`config.mk`:
```
export PLATFORM = sky130hd
export DESIGN_NAME = path_canonicalizer
export DESIGN_NICKNAME = d
export VERILOG_FILES = /design/src/pcanon_pkg.sv /design/src/pcanon_ram.sv /design/src/pcanon_ctrl.sv /design/src/pcanon_dp.sv /design/src/path_canonicalizer.sv
export SDC_FILE = /design/constraint.sdc
export NUM_CORES = 1
export LEC_CHECK = 0
export ABC_AREA = 1
export BUFFER_PORTS_ARGS = -buffer_cell sky130_fd_sc_hd__buf_2
export CAP_MARGIN = 20
export CELL_PAD_IN_SITES_DETAIL_PLACEMENT = 2
export CELL_PAD_IN_SITES_GLOBAL_PLACEMENT = 2
export CORE_MARGIN = 3
export CORE_UTILIZATION = 43
export DETAILED_ROUTE_END_ITERATION = 6
export PLACE_DENSITY = 0.8
export SKIP_CTS_REPAIR_TIMING = 1
export SLEW_MARGIN = 10
export SYNTH_ARGS = -nofsm -noshare
export SYNTH_HDL_FRONTEND = slang
export SYNTH_HIERARCHICAL = 1
export SYNTH_SLANG_ARGS = --single-unit
```
`constraint.sdc`:
```
create_clock -name i_clk -period 5.9 [get_ports i_clk]
set_input_delay 0.59 -clock i_clk [delete_from_list [all_inputs] [get_ports i_clk]]
set_output_delay 0.59 -clock i_clk [all_outputs]
set_load 0.005 [all_outputs]
```
`src/pcanon_pkg.sv`:
```
package pcanon_pkg;

    localparam logic [7:0] NUL_BYTE = 8'd0;
    localparam logic [7:0] DOT_BYTE = 8'd46;
    localparam logic [7:0] SEP_BYTE = 8'd47;

    // Commands from the controller to the datapath.
    typedef struct packed {
        logic take;     // an input byte is accepted this cycle
        logic close;    // fold the open component in at the end of the path
        logic clear;    // the final result is taken; return to the empty state
        logic k_clr;    // restart the read pointer of the output buffer
        logic k_inc;    // step the read pointer
        logic err_res;  // present the error result
    } t_cmd;

    // Status from the datapath to the controller.
    typedef struct packed {
        logic close_item;  // the accepted byte closes a component
        logic fail;        // error raised or canonical path empty
        logic k_last;      // the read pointer is on the final byte
    } t_sts;

endpackage

```
`src/pcanon_ram.sv`:
```
module pcanon_ram #(
    parameter int WIDTH = 8,
    parameter int DEPTH = 64
) (
    input  logic                     i_clk,
    input  logic                     i_we,
    input  logic [$clog2(DEPTH)-1:0] i_waddr,
    input  logic [WIDTH-1:0]         i_wdata,
    input  logic [$clog2(DEPTH)-1:0] i_raddr,
    output logic [WIDTH-1:0]         o_rdata
);

    logic [WIDTH-1:0] r_mem [DEPTH];
    logic [WIDTH-1:0] r_rdata;

    always_ff @(posedge i_clk) begin
        if (i_we) begin
            r_mem[i_waddr] <= i_wdata;
        end
        r_rdata <= r_mem[i_raddr];
    end

    assign o_rdata = r_rdata;

endmodule

```
`src/pcanon_ctrl.sv`:
```
module pcanon_ctrl (
    input  logic             i_clk,
    input  logic             i_rst_n,
    input  logic             i_valid,
    input  logic             i_last,
    output logic             o_stall,
    output logic             o_valid,
    input  logic             i_stall,
    input  pcanon_pkg::t_sts i_sts,
    output pcanon_pkg::t_cmd o_cmd
);

    typedef enum logic [6:0] {
        ST_IDLE     = 7'b0000001,
        ST_SETTLE   = 7'b0000010,
        ST_CLOSE    = 7'b0000100,
        ST_PICK     = 7'b0001000,
        ST_EMIT_RD  = 7'b0010000,
        ST_EMIT_OUT = 7'b0100000,
        ST_ERR_OUT  = 7'b1000000
    } t_state;

    t_state r_state;
    t_state n_state;

    always_ff @(posedge i_clk) begin
        if (!i_rst_n) begin
            r_state <= ST_IDLE;
        end else begin
            r_state <= n_state;
        end
    end

    always_comb begin
        n_state = r_state;
        o_cmd   = '0;
        case (r_state)
            ST_IDLE: begin
                o_cmd.take = i_valid;
                if (i_valid) begin
                    if (i_last) begin
                        n_state = ST_CLOSE;
                    end else if (i_sts.close_item) begin
                        // The stack read port is registered; ST_SETTLE lets it show the new top.
                        n_state = ST_SETTLE;
                    end
                end
            end
            ST_SETTLE: begin
                n_state = ST_IDLE;
            end
            ST_CLOSE: begin
                o_cmd.close = 1'b1;
                n_state     = ST_PICK;
            end
            ST_PICK: begin
                o_cmd.k_clr = 1'b1;
                n_state     = i_sts.fail ? ST_ERR_OUT : ST_EMIT_RD;
            end
            ST_EMIT_RD: begin
                n_state = ST_EMIT_OUT;
            end
            ST_EMIT_OUT: begin
                if (!i_stall) begin
                    if (i_sts.k_last) begin
                        o_cmd.clear = 1'b1;
                        n_state     = ST_IDLE;
                    end else begin
                        o_cmd.k_inc = 1'b1;
                        n_state     = ST_EMIT_RD;
                    end
                end
            end
            ST_ERR_OUT: begin
                o_cmd.err_res = 1'b1;
                if (!i_stall) begin
                    o_cmd.clear = 1'b1;
                    n_state     = ST_IDLE;
                end
            end
            default: begin
                n_state = ST_IDLE;
            end
        endcase
    end

    assign o_stall = (r_state != ST_IDLE);
    assign o_valid = (r_state == ST_EMIT_OUT) || (r_state == ST_ERR_OUT);

endmodule

```
`src/pcanon_dp.sv`:
```
module pcanon_dp #(
    parameter int PATH_CAPACITY = 64
) (
    input  logic             i_clk,
    input  logic             i_rst_n,
    input  pcanon_pkg::t_cmd i_cmd,
    input  logic [7:0]       i_ch,
    output pcanon_pkg::t_sts o_sts,
    output logic [7:0]       o_ch_res,
    output logic             o_error,
    output logic             o_last_res
);

    localparam int AW = $clog2(PATH_CAPACITY);
    localparam int SD = PATH_CAPACITY / 2;
    localparam int SW = $clog2(SD);
    localparam int PW = $clog2(SD + 1);
    localparam logic [AW:0] CAP_W = (AW + 1)'(PATH_CAPACITY);

    logic [AW-1:0] r_out_len,  n_out_len;
    logic [AW-1:0] r_comp_len, n_comp_len;
    logic          r_d0,       n_d0;
    logic          r_d1,       n_d1;
    logic          r_err,      n_err;
    logic          r_ended,    n_ended;
    logic [PW-1:0] r_sp,       n_sp;
    logic [AW-1:0] r_k,        n_k;

    logic          active;
    logic          is_zero;
    logic          is_sep;
    logic          item_byte;
    logic          item_close;
    logic          do_close;
    logic          has_out;
    logic [AW:0]   base;
    logic [AW:0]   end_pos;
    logic          comp_full;
    logic          fits;
    logic          is_dot;
    logic          is_dd;
    logic          nonempty;
    logic          commit;
    logic          pop;
    logic          sep_err;
    logic          commit_ok;
    logic [AW-1:0] top;
    logic [AW-1:0] out_rdata;
    logic          out_we;
    logic [AW-1:0] out_waddr;
    logic [7:0]    out_wdata;
    logic [7:0]    o_ch_res_raw;

    assign active     = !r_err && !r_ended;
    assign is_zero    = (i_ch == pcanon_pkg::NUL_BYTE);
    assign is_sep     = (i_ch == pcanon_pkg::SEP_BYTE);
    assign item_byte  = i_cmd.take && active && !is_zero && !is_sep;
    assign item_close = i_cmd.take && active && (is_zero || is_sep);
    assign do_close   = item_close || (i_cmd.close && active);

    // Component bytes go straight to their final place in the output buffer,
    // one past the separator that a commit would add.
    assign has_out   = (r_out_len != '0);
    assign base      = {1'b0, r_out_len} + (AW + 1)'(has_out);
    assign end_pos   = base + {1'b0, r_comp_len};
    assign comp_full = ({1'b0, r_comp_len} + (AW + 1)'(1)) >= CAP_W;
    assign fits      = end_pos < CAP_W;

    assign nonempty  = (r_comp_len != '0);
    assign is_dot    = (r_comp_len == AW'(1)) && r_d0;
    assign is_dd     = (r_comp_len == AW'(2)) && r_d0 && r_d1;
    assign commit    = do_close && nonempty && !is_dot && !is_dd;
    assign pop       = do_close && is_dd && has_out;
    assign sep_err   = has_out && (({1'b0, r_out_len} + (AW + 1)'(1)) >= CAP_W);
    assign commit_ok = commit && !sep_err && fits;

    always_ff @(posedge i_clk) begin
        if (!i_rst_n) begin
            r_out_len  <= '0;
            r_comp_len <= '0;
            r_d0       <= 1'b0;
            r_d1       <= 1'b0;
            r_err      <= 1'b0;
            r_ended    <= 1'b0;
            r_sp       <= '0;
            r_k        <= '0;
        end else begin
            r_out_len  <= n_out_len;
            r_comp_len <= n_comp_len;
            r_d0       <= n_d0;
            r_d1       <= n_d1;
            r_err      <= n_err;
            r_ended    <= n_ended;
            r_sp       <= n_sp;
            r_k        <= n_k;
        end
    end

    always_comb begin
        n_out_len  = r_out_len;
        n_comp_len = r_comp_len;
        n_d0       = r_d0;
        n_d1       = r_d1;
        n_err      = r_err;
        n_ended    = r_ended;
        n_sp       = r_sp;
        n_k        = r_k;
        if (i_cmd.clear) begin
            n_out_len  = '0;
            n_comp_len = '0;
            n_d0       = 1'b0;
            n_d1       = 1'b0;
            n_err      = 1'b0;
            n_ended    = 1'b0;
            n_sp       = '0;
            n_k        = '0;
        end else begin
            if (item_byte) begin
                if (comp_full) begin
                    n_err = 1'b1;
                end else begin
                    n_comp_len = r_comp_len + AW'(1);
                    if (r_comp_len == '0) begin
                        n_d0 = (i_ch == pcanon_pkg::DOT_BYTE);
                    end
                    if (r_comp_len == AW'(1)) begin
                        n_d1 = (i_ch == pcanon_pkg::DOT_BYTE);
                    end
                end
            end
            if (do_close) begin
                n_comp_len = '0;
                n_d0       = 1'b0;
                n_d1       = 1'b0;
                if (commit) begin
                    if (commit_ok) begin
                        n_out_len = end_pos[AW-1:0];
                        n_sp      = r_sp + PW'(1);
                    end else begin
                        n_err = 1'b1;
                    end
                end
                if (pop) begin
                    // Drop the last component together with the slash before it.
                    n_out_len = (top == '0) ? '0 : top - AW'(1);
                    n_sp      = r_sp - PW'(1);
                end
            end
            if (item_close && is_zero) begin
                n_ended = 1'b1;
            end
            if (i_cmd.k_clr) begin
                n_k = '0;
            end else if (i_cmd.k_inc) begin
                n_k = r_k + AW'(1);
            end
        end
    end

    assign out_we    = (item_byte && !comp_full && fits) || (commit && has_out);
    assign out_waddr = item_byte ? end_pos[AW-1:0] : r_out_len;
    assign out_wdata = item_byte ? i_ch : pcanon_pkg::SEP_BYTE;

    pcanon_ram #(
        .WIDTH (8),
        .DEPTH (PATH_CAPACITY)
    ) u_out_ram (
        .i_clk   (i_clk),
        .i_we    (out_we),
        .i_waddr (out_waddr),
        .i_wdata (out_wdata),
        .i_raddr (r_k),
        .o_rdata (o_ch_res_raw)
    );

    // Start positions of the committed components; the read port always
    // looks at the top entry.
    pcanon_ram #(
        .WIDTH (AW),
        .DEPTH (SD)
    ) u_stack_ram (
        .i_clk   (i_clk),
        .i_we    (commit_ok),
        .i_waddr (r_sp[SW-1:0]),
        .i_wdata (base[AW-1:0]),
        .i_raddr (SW'(r_sp - PW'(1))),
        .o_rdata (top)
    );

    assign out_rdata = r_out_len - AW'(1);

    assign o_sts.close_item = item_close;
    assign o_sts.fail       = r_err || !has_out;
    assign o_sts.k_last     = (r_k == out_rdata);

    assign o_ch_res   = i_cmd.err_res ? 8'd0 : o_ch_res_raw;
    assign o_error    = i_cmd.err_res;
    assign o_last_res = i_cmd.err_res || o_sts.k_last;

endmodule

```
`src/path_canonicalizer.sv`:
```
// Channel   Direction  Handshake            Payload
// input     in         i_valid / o_stall    i_ch[7:0], i_last
// output    out        o_valid / i_stall    o_ch_res[7:0], o_error, o_last_res
//
// A path byte that is not marked last is taken in ST_IDLE; one that closes a component
// also passes ST_SETTLE, while the component-start stack RAM presents its new top.
// The last byte then passes ST_CLOSE and ST_PICK. The error result goes out in ST_ERR_OUT;
// each canonical byte is read from the output buffer RAM in ST_EMIT_RD, sent in ST_EMIT_OUT.
// i_rst_n is synchronous and clears the control and datapath registers but not the RAMs;
// no clearing pass is needed. While results go out the input side is stalled, and i_stall holds the current result.
module path_canonicalizer #(
    parameter int PATH_CAPACITY = 64
) (
    input  logic       i_clk,
    input  logic       i_rst_n,
    input  logic       i_valid,
    output logic       o_stall,
    input  logic [7:0] i_ch,
    input  logic       i_last,
    output logic       o_valid,
    input  logic       i_stall,
    output logic [7:0] o_ch_res,
    output logic       o_error,
    output logic       o_last_res
);

    pcanon_pkg::t_cmd cmd;
    pcanon_pkg::t_sts sts;

    pcanon_ctrl u_ctrl (
        .i_clk   (i_clk),
        .i_rst_n (i_rst_n),
        .i_valid (i_valid),
        .i_last  (i_last),
        .o_stall (o_stall),
        .o_valid (o_valid),
        .i_stall (i_stall),
        .i_sts   (sts),
        .o_cmd   (cmd)
    );

    pcanon_dp #(
        .PATH_CAPACITY (PATH_CAPACITY)
    ) u_dp (
        .i_clk      (i_clk),
        .i_rst_n    (i_rst_n),
        .i_cmd      (cmd),
        .i_ch       (i_ch),
        .o_sts      (sts),
        .o_ch_res   (o_ch_res),
        .o_error    (o_error),
        .o_last_res (o_last_res)
    );

endmodule
```
### Word level (Yosys, flattened, before mapping)

Memory sizes are Yosys's and may differ from the RTL's. A register that Yosys moved wholly into a read port is not among the register bits.
Index checks and enable logic that the tools add are counted.

* eq/ne operators: 16
* reductions and logical operators: 51
* divide/modulo/power cells: 0
* multiply operators: 0
* magnitude comparators: 3
* bitwise operators: 2
* shift-type cells: 0
* muxes and demuxes: 38
* $add $sub $neg: 10

Operators with widths (count)
* 2-to-1 mux 6 bit: 8
* 2-to-1 mux 7 bit: 6
* one-hot mux 7 bit (6 select lines): 1
* logical AND 1 bit: 21
* 2-to-1 mux 1 bit: 19
* adder 6 x 1 -> 6 bit, second input constant: 3
* subtractor 6 x 1 -> 6 bit, second input constant: 3
* == test 8 x 6 -> 1 bit, second input constant: 2
* 2-to-1 mux 8 bit: 2
* adder 6 x 1 -> 7 bit, second input constant: 2
* >= comparator 7 bit, second input constant: 2
* zero test 6 bit: 2
* nonzero test 6 bit: 2
* zero test 1 bit: 9
* AND reduction 3 bit: 3
* zero test 8 bit: 1
* adder 6 x 1 -> 7 bit: 1
* adder 7 x 6 -> 7 bit: 1
* == test 7 x 1 -> 1 bit, second input constant: 1
* == test 7 x 3 -> 1 bit, second input constant: 1
* == test 7 x 4 -> 1 bit, second input constant: 1
* == test 7 x 5 -> 1 bit, second input constant: 1
* == test 7 x 6 -> 1 bit, second input constant: 1
* == test 7 bit, second input constant: 1
* other kinds (16): 26

* logic and storage cells: 131
* bits in latches: 0
* flip-flop bits (word level): 35
* bits of input ports: 13
* RAM bits: 704
* output and inout bits: 12
* memory bits (read-only): 0
* memories kept: 2

Memories
* u_dp.u_out_ram.r_mem: depth 64, bits a word 8, rd ports 1, clocked after memory_dff 1, write ports 1, line pcanon_ram.sv:13 `logic [WIDTH-1:0] r_mem [DEPTH];`
* u_dp.u_stack_ram.r_mem: depth 32, bits a word 6, rd ports 1, clocked after memory_dff 1, write ports 1, line pcanon_ram.sv:13

### Logic depth before layout (Yosys ltp)

* depth after elaboration: 13
* gate-level depth with buffers: 20
* depth with buffers taken out: 20

### Cells and area by module

The synthesis kept the hierarchy.

By module, submodules not included
* pcanon_ram at u_dp.u_out_ram: instances 1, sequential area each 15534.9 sq um, cells an instance 1805, area each 21339.2 sq um
* pcanon_ram at u_dp.u_stack_ram: instances 1, sequential area each 5885.6 sq um, cells an instance 704, area each 8077.7 sq um
* pcanon_dp: instances 1, sequential area each 540.5 sq um, cells an instance 414, area each 2636.3 sq um
* pcanon_ctrl: instances 1, sequential area each 140.1 sq um, cells an instance 74, area each 467.9 sq um

### Worst setup path before layout

OpenSTA, ideal clock, no wires.

* path kind: register to register
* from: reg u_dp.r_out_len[0]
* to: mem u_dp.u_out_ram.r_mem[48][0] (enable)
* stages on the path, launching flop included: 17
* clock period less this slack: 5040 ps
* data required time: 5505 ps
* data arrival time: 4645 ps
* slack: 860 ps
* library setup time: 395 ps
* path buffers: 1
* path through: dfxtp_1 -> inv_1 -> ha_1 -> nand4_4 -> ha_1 -> nand3_1 -> nor3_1 -> xor2_1 -> ha_1 -> a21oi_1 -> nand4_1 -> nand2_2 -> inv_1 -> o21ai_0 -> clkbuf_1 -> nand4_1 -> nor4_1

* word-level cells in the longest chain between the ends: 8
* elaborated cells between the ends (all ways): 10
* those cells by class: add/sub (2); order compare (1); mux (3); reduce/logical (4)

RTL lines
* from (decl): line pcanon_dp.sv:20 `logic [AW-1:0] r_out_len, n_out_len;`
* from (signal assigned): line pcanon_dp.sv:88 `r_out_len <= n_out_len;`
* nonzero test 6 bit: line pcanon_dp.sv:63 `assign has_out = (r_out_len != '0);`
* adder 6 x 1 -> 7 bit (*): line pcanon_dp.sv:64 `assign base = {1'b0, r_out_len} + (AW + 1)'(has_out);`
* named net u_dp.base[5]: line pcanon_dp.sv:36 `logic [AW:0] base;`
* adder 7 x 6 -> 7 bit (*): line pcanon_dp.sv:65 `assign end_pos = base + {1'b0, r_comp_len};`
* < comparator 7 bit (*): line pcanon_dp.sv:67 `assign fits = end_pos < CAP_W;`
* logical AND 1 bit (*): line pcanon_dp.sv:160 `assign out_we = (item_byte && !comp_full && fits) || (commit && has_out);`
* logical OR 1 bit (*): line pcanon_dp.sv:160
* named net u_dp.out_we: line pcanon_dp.sv:49 `logic out_we;`
* 2-to-1 mux 1 bit (*): line pcanon_ram.sv:17 `if (i_we) begin`
* 2-to-1 mux 1 bit (implied by the code) (*): line pcanon_ram.sv:18 `r_mem[i_waddr] <= i_wdata;`
* to (decl): line pcanon_ram.sv:13

Mark *: on every way through the listed nets, which the timed path passes. The rest lies on a longest branch.

==> run_results.csv <==
group,metric,value,unit
final_layout,num_antenna_cells,0,
timing,hold_ws,0.2420,ns
final_layout,areaGrowthSynthToFinish,10.43,%
timing,timing.clock.skew,0.03601,ns
synthesis,yosys-top-cells-area,"sky130_fd_sc_hd__edfxtp_1 (65%), sky130_fd_sc_hd__nand2_1 (12%), sky130_fd_sc_hd__nand3_1 (9.6%)",
clocking,clkSlewWorstSetupHoldPaths,0.06,ns
detailed_routing,wl,113800,um
grt,grt_usage,0.2884,
grt,number_of_antenna_violations_at_the_first_check_in_global_routing,0,
pwr,peakVddDrop,0.0002587,V
detailed_routing,detail_route.iter0.violations,2175,
grt,grt_first_pass_wirelength,169300,um
detailed_routing,via_count,23610,
critical_path,timing.rr.end,"u_dp/u_out_ram/r_mem[14][7]",
pwr,total_leakage_power,13.30,nW
die,fp.dieArea,0.07897,mm^2
detailed_routing,vias_per_cell,5.855,
detailed_routing,firstDrtPassIters,5,
critical_path,critPathLaunch,"u_ctrl/r_state[0]",
critical_path,r2r.worst_path.cells,10,
die,row_count,100,
critical_path,critPathArrivalTime,5.24,ns
timing,final_max_slew_viol_count,0,
grt,vias_in_the_first_global_route,26180,
outcome,result_of_the_run,"finished clean",
critical_path,regToRegStartpoint,"u_ctrl/r_state[0]",
clocking,clock_network_latency_to_the_later_pin_of_the_worst_skew_pair,0.65,ns
synthesis,synth_seq_cells,752,
clocking,clockBufferDepth,3,
synthesis,most_frequent_cell_after_synthesis,"sky130_fd_sc_hd__nand2_1",
place,dp.final_hpwl,71010,um
clocking,clock-root-buffer,"sky130_fd_sc_hd__clkbuf_16",
critical_path,timing.critical_path.from_type,"register",
die,fp.dieH,281.0,um
die,dieWidth,281.0,um
timing,worst-slew-pin-transition,1.067,ns
die,initial_core_util,0.4354,
synthesis,syn-mean-instance-area,10.85,um^2
die,io_pins,25,
synthesis,yosys_most_used_dff,"sky130_fd_sc_hd__edfxtp_1",
synthesis,post-synth-top-area-cell,"sky130_fd_sc_hd__edfxtp_1",
synthesis,ys_warn_count,6,
synthesis,leading_post_synthesis_cells_by_instance_count,"sky130_fd_sc_hd__nand2_1 (1,012), sky130_fd_sc_hd__edfxtp_1 (704), sky130_fd_sc_hd__nand3_1 (627)",
timing,post-route-min-period,4.969,ns
clocking,clock_tree.htree_level_count,3,
timing,setup-tns-final,0,ns
synthesis,synth_nets,3031,
place,place_congestion,0.8458,
detailed_routing,detail_route.wl_per_cell,28.22,um
synthesis,synth_async_sr_flop_share,0,
synthesis,synth_cells,2997,
grt,grt_start_max_net_pins,117,
synthesis,post_synth_instance_area,0.03252,mm^2
final_layout,fillCellCount,7516,
synthesis,synth_largest_type_area_fraction,0.6500,
final_layout,design.final.nets,3031,
timing,max_slew_margin,0.2888,
detailed_routing,route.detailed.drc,0,
pwr,power.density_cell_area,331.2,mW/mm^2
detailed_routing,ant_nets,0,
critical_path,criticalPathCategory,"reg -> reg",
clocking,clkSinkCount,752,
clocking,cts_tree,"built",
timing,grt_setup_unrepaired,"false",
synthesis,synth.distinct_cells,44,
clocking,cts_made_buffers,83,
place,placement.io_buffers,24,
critical_path,worst_ep_required,6.17,ns
timing,hold_viol,0,
synthesis,synth_enable_flop_cells,704,
grt,grt_overflow,0,
critical_path,critPathMaxFanout,16,
die,coreArea,0.07470,mm^2
final_layout,drive_gt1_frac,0.08586,
critical_path,crit_path_end_kind,"register",
timing,report.final.setup_viol,0,
critical_path,setup.reg_to_reg.worst_slack,0.93,ns
flow_run,cap_viol_max_count,0,
critical_path,timing.critical_path.to,"u_dp/u_out_ram/r_mem[14][7]",
synthesis,synth_seq_area_share,0.6796,
timing,min_period_over_period,0.8421,
timing,max_freq,0.2013,GHz
min_path,timing.hold.worst.class,"in -> reg",
## report_power, final
group	internal, mW	switching, mW
Clock	2.98	2.22
Sequential	5.96	0.0305
Combinational	0.136	0.568
Total	9.08	2.82
## stage by stage
stage	total power, mW	utilization	std cells	setup slack (ns)	instance area (um^2)
after floorplan	6.430	-	2997	0.8601	32520
after global placement	6.755	0.4443	3879	1.374	33190
after detailed placement	6.796	0.4443	3879	0.9789	33190
after CTS	11.99	0.4803	4030	0.9657	35880
after global routing	12.24	0.4808	4032	0.6300	35910
final	11.89	0.4808	4032	0.9314	35910
## layer usage
| layer | GRT usage | wire length, um | vias to the layer above | part of all wire |
|---|---|---|---|---|
| met4 | 0.1172 | 4395 | 0 | 0.039 |
| met5 | 0 | 0 | - | 0 |
| met3 | 0.03439 | 5758 | 250 | 0.051 |
| met2 | 0.5183 | 59110 | 803 | 0.52 |
| met1 | 0.3531 | 44530 | 12260 | 0.39 |
| li1 | - | - | 10290 | - |
## final cells by class
type	instances	area, um^2	share of cell area
tap	969	1212	0.03376
sequential	752	22110	0.6157
clock inverter	50	523.0	0.01456
timing repair buffer	77	538.0	0.01498
multi-input combinational	1967	8919	0.2483
clock buffer	101	2166	0.06031
inverter	116	445.4	0.01240
## placed cells by master (no fill, tap or decap), drive strengths merged, types with 13 or more instances in the layout
cell type / instances
nand2: 1024
edfxtp: 704
nand3: 629
nor2: 177
inv: 117
clkbuf: 101
buf: 77
dfxtp: 48
clkinv: 39
o21ai: 23
a21oi: 22
ha: 20
nand4: 20
xor2: 16
nor3: 13
## critical path: stages (launching register included)
cell and delay (ns):
sky130_fd_sc_hd__dfxtp_1 0.38, sky130_fd_sc_hd__inv_1 0.07, sky130_fd_sc_hd__nor3_2 0.21, sky130_fd_sc_hd__nand2_2 0.13, sky130_fd_sc_hd__nor2_1 0.14, sky130_fd_sc_hd__nand3_1 0.20, sky130_fd_sc_hd__nor2_4 0.47, sky130_fd_sc_hd__clkinv_1 0.59
sky130_fd_sc_hd__o21ai_0 0.91, sky130_fd_sc_hd__nand3_1 0.64, sky130_fd_sc_hd__nor2_1 0.86
## flip-flops by register name, summed over array words and instances (netlist names), 5 cells and up
signal	cells
u_dp/u_out_ram/r_mem	512
u_dp/r_out_len	6
u_dp/u_stack_ram/r_mem	192
u_dp/u_stack_ram/o_rdata	6
u_dp/r_k	6
u_dp/u_out_ram/o_rdata	8
u_ctrl/r_state	7
u_dp/r_sp	5
u_dp/r_comp_len	6
## cells by family (layout without fill, tap and decap cells)
kind of cell,after synthesis,after routing,share of synthesized area
compound gates,46,46,0.007349
mux,1,1,0.0003078
fa+ha+maj,21,21,0.008310
simple gates,1875,1875,0.2498
flops,752,752,0.6796
buf+inv,278,344,0.04817
xor+xnor,24,24,0.006463
## worst min-delay path by stage
stage	depth (start not counted)	endpoint	from
floorplan	2	u_dp/r_d0	u_dp/r_d0
global placement	2	u_dp/r_d0	u_dp/r_d0
detailed placement	2	u_dp/r_ended	u_dp/r_ended
CTS	2	u_ctrl/r_state[0]	i_rst_n
global route	2	u_ctrl/r_state[0]	i_rst_n
finish	2	u_ctrl/r_state[0]	i_rst_n
Power figures use the tool's default switching activity.
